## src/opm_pkg.sv

```systemverilog
// shared constants and state codes for the optimal merge pattern block
package opm_pkg;

	localparam int MAX_TREES = 64;
	localparam int IN_W      = 16;
	localparam int WT_W      = 22;
	localparam int ADDR_W    = (MAX_TREES > 1) ? $clog2(MAX_TREES) : 1;
	localparam int CNT_W     = $clog2(MAX_TREES + 1);

	localparam logic [2:0] ST_LOAD = 3'd0;
	localparam logic [2:0] ST_SCAN = 3'd1;
	localparam logic [2:0] ST_FIX  = 3'd2;
	localparam logic [2:0] ST_INS  = 3'd3;
	localparam logic [2:0] ST_EMIT = 3'd4;

endpackage

```

## src/opm_ram.sv

```systemverilog
// generic single-clock ram, one write port and one registered read port
module opm_ram #(
	parameter int WIDTH = 8,
	parameter int DEPTH = 16
) (
	input  logic                             clk,
	input  logic                             we,
	input  logic [$clog2(DEPTH > 1 ? DEPTH : 2)-1:0] waddr,
	input  logic [WIDTH-1:0]                 wdata,
	input  logic                             re,
	input  logic [$clog2(DEPTH > 1 ? DEPTH : 2)-1:0] raddr,
	output logic [WIDTH-1:0]                 rdata
);

	logic [WIDTH-1:0] mem_q [DEPTH];

	always_ff @(posedge clk) begin
		if (we) begin
			mem_q[waddr] <= wdata;
		end
		if (re) begin
			rdata <= mem_q[raddr];
		end
	end

endmodule

```

## src/optimal_merge_pattern_core.sv

```systemverilog
// optimal merge pattern engine: weight load, min extraction and sum reinsert over one ram
//
//  channel   signals                                        direction
//  in        in_valid in_ready weight is_last               request in
//  out       out_valid out_ready first_weight second_weight  request out
//            merged_weight final_merge overflow_dropped
//
// a weight that is not last is taken without leaving the load state, so loading goes on.
// each merge runs two linear min scans (one when a lone weight is left)
// through the store ram (one read per cycle, registered read data) plus write-backs.
// reset clears the count, the dropped flag and the output valid; the ram is not cleared.
// a waiting result in the output register stalls only the emit of the next merge, not its scans or loading.
module optimal_merge_pattern_core (
	input  logic                         clk,
	input  logic                         arst_n,
	input  logic                         in_valid,
	output logic                         in_ready,
	input  logic [opm_pkg::IN_W-1:0]     weight,
	input  logic                         is_last,
	output logic                         out_valid,
	input  logic                         out_ready,
	output logic [opm_pkg::WT_W-1:0]     first_weight,
	output logic [opm_pkg::WT_W-1:0]     second_weight,
	output logic [opm_pkg::WT_W-1:0]     merged_weight,
	output logic                         final_merge,
	output logic                         overflow_dropped
);

	import opm_pkg::*;

	logic [2:0]        state_q;
	logic [CNT_W-1:0]  cnt_q;
	logic              dropped_q;
	logic [CNT_W-1:0]  addr_q;
	logic              take_q;
	logic              vld_s1;
	logic [ADDR_W-1:0] idx_s1;
	logic [WT_W-1:0]   best_q;
	logic [ADDR_W-1:0] best_idx_q;
	logic [WT_W-1:0]   last_q;
	logic [WT_W-1:0]   a_q;
	logic [WT_W-1:0]   b_q;
	logic              out_valid_q;

	logic              in_acc;
	logic              issue;
	logic              we;
	logic [ADDR_W-1:0] waddr;
	logic [WT_W-1:0]   wdata;
	logic [WT_W-1:0]   rdata;
	logic [WT_W-1:0]   sum;
	logic              out_free;
	logic              room;

	assign in_ready = (state_q == ST_LOAD);
	assign in_acc   = in_valid && in_ready;
	assign room     = (cnt_q < CNT_W'(MAX_TREES));
	assign issue    = (state_q == ST_SCAN) && (addr_q < cnt_q);
	assign sum      = a_q + b_q;
	assign out_free = !out_valid_q || out_ready;

	always_comb begin
		we    = 1'b0;
		waddr = cnt_q[ADDR_W-1:0];
		wdata = WT_W'(weight);
		case (state_q)
			ST_LOAD: begin
				we = in_acc && room;
			end
			ST_FIX: begin
				// swap-remove: the last entry fills the hole left by the minimum
				we    = 1'b1;
				waddr = best_idx_q;
				wdata = last_q;
			end
			ST_INS: begin
				we    = 1'b1;
				wdata = sum;
			end
			default: begin
				we = 1'b0;
			end
		endcase
	end

	opm_ram #(
		.WIDTH(WT_W),
		.DEPTH(MAX_TREES)
	) u_store (
		.clk   (clk),
		.we    (we),
		.waddr (waddr),
		.wdata (wdata),
		.re    (issue),
		.raddr (addr_q[ADDR_W-1:0]),
		.rdata (rdata)
	);

	// datapath registers of the scan, the merge pair and the output
	always_ff @(posedge clk) begin
		idx_s1 <= addr_q[ADDR_W-1:0];
		if (state_q == ST_SCAN && vld_s1) begin
			if (idx_s1 == '0 || rdata < best_q) begin
				best_q     <= rdata;
				best_idx_q <= idx_s1;
			end
			last_q <= rdata;
		end
		if (state_q == ST_FIX) begin
			if (!take_q) begin
				a_q <= best_q;
				b_q <= '0;
			end else begin
				b_q <= best_q;
			end
		end
		if (state_q == ST_EMIT && out_free) begin
			first_weight     <= a_q;
			second_weight    <= b_q;
			merged_weight    <= sum;
			final_merge      <= (cnt_q == CNT_W'(1));
			overflow_dropped <= dropped_q;
		end
	end

	always_ff @(posedge clk or negedge arst_n) begin
		if (!arst_n) begin
			state_q     <= ST_LOAD;
			cnt_q       <= '0;
			dropped_q   <= 1'b0;
			addr_q      <= '0;
			take_q      <= 1'b0;
			vld_s1      <= 1'b0;
			out_valid_q <= 1'b0;
		end else begin
			vld_s1 <= issue;
			if (state_q == ST_EMIT && out_free) begin
				out_valid_q <= 1'b1;
			end else if (out_ready) begin
				out_valid_q <= 1'b0;
			end
			case (state_q)
				ST_LOAD: begin
					if (in_acc) begin
						if (room) begin
							cnt_q <= cnt_q + 1'b1;
						end else begin
							dropped_q <= 1'b1;
						end
						if (is_last) begin
							state_q <= ST_SCAN;
							addr_q  <= '0;
							take_q  <= 1'b0;
						end
					end
				end
				ST_SCAN: begin
					if (issue) begin
						addr_q <= addr_q + 1'b1;
					end
					if (vld_s1 && CNT_W'(idx_s1) == cnt_q - 1'b1) begin
						state_q <= ST_FIX;
					end
				end
				ST_FIX: begin
					cnt_q <= cnt_q - 1'b1;
					if (!take_q && cnt_q != CNT_W'(1)) begin
						state_q <= ST_SCAN;
						addr_q  <= '0;
						take_q  <= 1'b1;
					end else begin
						// second minimum found, or a lone weight that pairs with zero
						state_q <= ST_INS;
					end
				end
				ST_INS: begin
					cnt_q   <= cnt_q + 1'b1;
					state_q <= ST_EMIT;
				end
				ST_EMIT: begin
					if (out_free) begin
						if (cnt_q == CNT_W'(1)) begin
							cnt_q     <= '0;
							dropped_q <= 1'b0;
							state_q   <= ST_LOAD;
						end else begin
							state_q <= ST_SCAN;
							addr_q  <= '0;
							take_q  <= 1'b0;
						end
					end
				end
				default: begin
					state_q <= ST_LOAD;
				end
			endcase
		end
	end

	assign out_valid = out_valid_q;

endmodule
```

## config.mk

```make
export PLATFORM = sky130hd
export DESIGN_NAME = optimal_merge_pattern_core
export DESIGN_NICKNAME = d
export VERILOG_FILES = /design/src/opm_pkg.sv /design/src/opm_ram.sv /design/src/optimal_merge_pattern_core.sv
export SDC_FILE = /design/constraint.sdc
export NUM_CORES = 1
export LEC_CHECK = 0
export ABC_CLOCK_PERIOD_IN_PS = 7050
export BUFFER_PORTS_ARGS = -buffer_cell sky130_fd_sc_hd__buf_2
export CORE_MARGIN = 4
export CORE_UTILIZATION = 55
export CTS_BUF_LIST = sky130_fd_sc_hd__clkbuf_4 sky130_fd_sc_hd__clkbuf_8
export DETAILED_ROUTE_END_ITERATION = 10
export GPL_TIMING_DRIVEN = 0
export PLACE_DENSITY = 0.71
export SYNTH_ARGS = -nofsm -noshare
export SYNTH_HDL_FRONTEND = slang
export SYNTH_HIERARCHICAL = 1
export SYNTH_SLANG_ARGS = --single-unit
export TNS_END_PERCENT = 10
```

## constraint.sdc

```tcl
create_clock -name clk -period 7.05 [get_ports clk]
set_input_delay 0.705 -clock clk [delete_from_list [all_inputs] [get_ports clk]]
set_output_delay 0.705 -clock clk [all_outputs]
set_load 0.02 [all_outputs]
```

==> impl_metrics.ini <==
[clocking]
cts_resized = 0
clock_path_buffers = 4
cts.sinks = 1619
cts-root-buf = clkbuf_8
cts_buffers = 274
cts_tree = yes
clk_latency_ns = 0.94
clk_pin_slew_worst_paths_ns = 0.06
htreeDepth = 5

[global_route]
grt_pass1_vias = 34200
grt_overflow = 0
antenna_found_initial = 4
grt_max_degree = 65
grtUsageMet2_pct = 43.9
grt-busiest-layer = met2
track_usage_pct = 27.0
grt_use_met3_pct = 6.70
use_met1_pct = 36.0
grt_first_pass_wirelength_um = 235000

[place]
place.gp.congestion = 0.944
place_ws_ns = 1.65
port_buffers = 90
dpl.hpwl_um = 110000
numPlacedInstances = 4767
dpl_cell_area_um2 = 67900

[floorplanning]
io_pins = 91
die_h_um = 348
start_util_pct = 55.4
num_rows = 124
die_w_um = 348
core_area_um2 = 115000
die_area_um2 = 121000

[timing]
rsz0062_at_grt = false
fin_crit_ns = 5.63
tightest_slew_ns = 1.27
finClkSkew_ns = 0.0683
finalSetupViolCount = 0
finalHoldViolCount = 0
finalCritPeriodShare_pct = 79.9
drv_slew = 0
worst_slack_ns = 1.42
fmax_mhz = 178
max_slew_margin_pct = 14.6

[finish]
mostFrequentLayoutCells = 1,592 x edfxtp_1, 352 x mux4_2, 281 x clkbuf_8
final_cell_count_no_fill = 5222
fillers = 7651
layout-drive-gt1-share_pct = 30.1
fin_nets = 3606
syn2layout_area_growth_pct = 14.8
fin_area_um2 = 72900
final_common_cell = edfxtp_1

[synth]
synth_enable_flop_cells = 1592
synthMuxAreaShare_pct = 14.0
synth_adder_area_share_pct = 1.06
syn_area_um2 = 63500
synth.avg_cell_area_um2 = 20.6
yosys_warnings = 6
synth_compound_area_share_pct = 3.90
synth_cell_types = 76
yosys.area_share.simple_pct = 2.91
ys_seq_elements = 1619
ys_seq_area_share_pct = 76.3
async_reset_ff_share_pct = 1.30
synth_ff_type = edfxtp_1
syn_inst = 3085
synth_fp_nets = 3159
synth_xor_area_share_pct = 0.304
synth_top_family_by_area = multiplexers

[route]
drtIter0Drc = 4432
drc = 0
ant_nets = 0
drt_pass1_iterations = 8
via_per_inst = 6.44
avgRoutedWirePerCell_um = 31.0
drt-total-wl_um = 162000
num_vias = 33600

[power_and_ir_drop]
p_comb_share_pct = 27.7
internal_power_mw = 18.2
p_sw_share_pct = 31.4
p_sw_mw = 8.34
power.leakage_nw = 23.1
seqPwrFrac_pct = 42.8
power_mw = 26.5
clkPwrFrac_pct = 29.5
power_density_nw_per_um2 = 364
irDropWorstVdd_v = 0.000202

[run_status]
status = finished clean

[critical_path]
path_cells = nor2b_1 -> nand2_1 -> inv_2 -> clkbuf_2 -> o21ai_0 -> nand4_1 -> nor2_2 -> buf_8
cp_num_buf_inv = 3
cp_top_family = simple AND/OR/NAND/NOR gates
r2r-start = state_q[1]
worstSetupEndpointType = flop
path_class = reg -> reg
cpMaxStageDelayCell = o21ai_0
arrival_ns = 6.21
path_max_fanout = 31
cp-startpoint = state_q[1]
startpoint_type = flop
worstPathRequired_ns = 7.63
reg2reg_slack_ns = 1.42
cpPeakStageDelay_ns = 1.19

[worst_hold_path]
hold_start = in_valid
hold_path_class = in -> reg

[job]
drv_cap = 0
final cells by class:
| type | count | area (um^2) | share of cell area [%] |
|---|---|---|---|
| clock inverter | 97 | 591 | 0.810 |
| multi-input combinational | 1264 | 14600 | 20.0 |
| buffer | 161 | 812 | 1.11 |
| antenna | 2 | 5.00 | 0.00687 |
| tap | 1512 | 1890 | 2.60 |
| clock buffer | 355 | 4420 | 6.07 |
| sequential | 1619 | 48500 | 66.5 |
| timing repair buffer | 171 | 1970 | 2.71 |
| inverter | 41 | 154 | 0.211 |
cell usage after synthesis, types with 3 or more instances:
cell type     n  area [um^2]
edfxtp_1   1592        47800
mux4_2      352         7930
nor2_1      147          552
mux2i_1      81          811
nand2_1      75          282
clkbuf_1     73          274
a21oi_1      65          325
o21ai_0      59          295
ha_1         52          651
a22oi_1      48          360
buf_2        44          220
inv_1        40          150
nand3_1      40          200
buf_4        32          240
a22o_1       26          228
dfrtp_1      21          526
nor3_1       21          105
a221oi_1     20          175
nor2b_1      19          119
a211oi_1     17          128
a21o_1       17          128
a31oi_1      17          106
o221ai_1     17          149
and3_1       15         93.8
nand2b_1     15         93.8
nand4_1      14         87.6
mux2_2       12          135
xnor2_1      11         96.3
xor2_1       11         96.3
o22ai_1      10         62.6
a211o_1       9         78.8
and2_1        9         56.3
nand3b_1      8         60.1
or3_1         8         50.1
buf_1         7         26.3
o21a_1        7         52.6
o21ai_1       7         35.0
dfxtp_1       6          120
a2bb2oi_1     4         35.0
a41oi_1       4         35.0
and4_1        4         35.0
buf_6         4         45.0
o32ai_1       4         35.0
o211ai_1      3         22.5
o31ai_1       3         22.5
power by group through the flow:
| stage | Clock, mW | Combinational, mW | Sequential (mW) |
|---|---|---|---|
| floorplan | 0 | 4.54 | 11.5 |
| global placement | 0 | 6.98 | 11.6 |
| detailed placement | 0 | 7.23 | 11.6 |
| CTS | 7.94 | 7.26 | 11.4 |
| global route | 8.46 | 7.66 | 11.4 |
| finish | 7.82 | 7.35 | 11.4 |
per-stage QoR:
step	hold WS, ns	setup TNS, ns	utilization [%]
finish	0.260	0	63.7
detailed placement	0.434	0	59.3
global placement	0.432	-1237.95	57.5
CTS	0.192	0	63.7
floorplan	0.409	0	-
global route	0.219	0	63.7
worst min-delay path, delay by kind of cell:
kind | cells | cell delay (ns)
buffers and inverters | 1 | 0.15
AO/OA/AOI/OAI | 2 | 0.24
cell families (layout without fill, tap and decap cells):
family	Yosys count	after routing
flip-flops	1619	1619
adder cells (fa/ha/maj)	53	53
multiplexers	445	445
AO/OA/AOI/OAI	355	355
AND/OR/NAND/NOR	389	389
XOR/XNOR	22	22
other	0	2
buffers and inverters	202	825
routing by layer:
metal  up-vias  share of wire (%)
li1      13800                  -
met1     17400                 36
met2      2130                 49
met3       334                 11
met4         0                3.9
met5         -                  0
registers in the layout (all words and copies together) (netlist names):
name / flops
second_weight: 22
u_store/mem_q: 1408
cnt_q: 7
b_q: 22
overflow_dropped: 1
u_store/rdata: 22
take_q: 1
dropped_q: 1
last_q: 22
out_valid: 1
vld_s1: 1
first_weight: 22
addr_q: 7
idx_s1: 6
merged_weight: 22
best_idx_q: 6
state_q: 3
final_merge: 1
best_q: 22
a_q: 22
timing repair:
action                    in CTS  in global routing
hold endpoints to repair      21                  0
setup buffers                  0                  0
hold buffers                   1                  0
final timing paths:
kind                                        end  cells after the start
min in group asynchronous             addr_q[1]                      2
max reg2reg                u_store/mem_q[63][3]                      8
max in group asynchronous                vld_s1                      2
min reg2reg                              a_q[5]                      0
max                        u_store/mem_q[63][3]                      8
min                                   dropped_q                      3
Note: power is estimated with default switching activity, not from simulation.
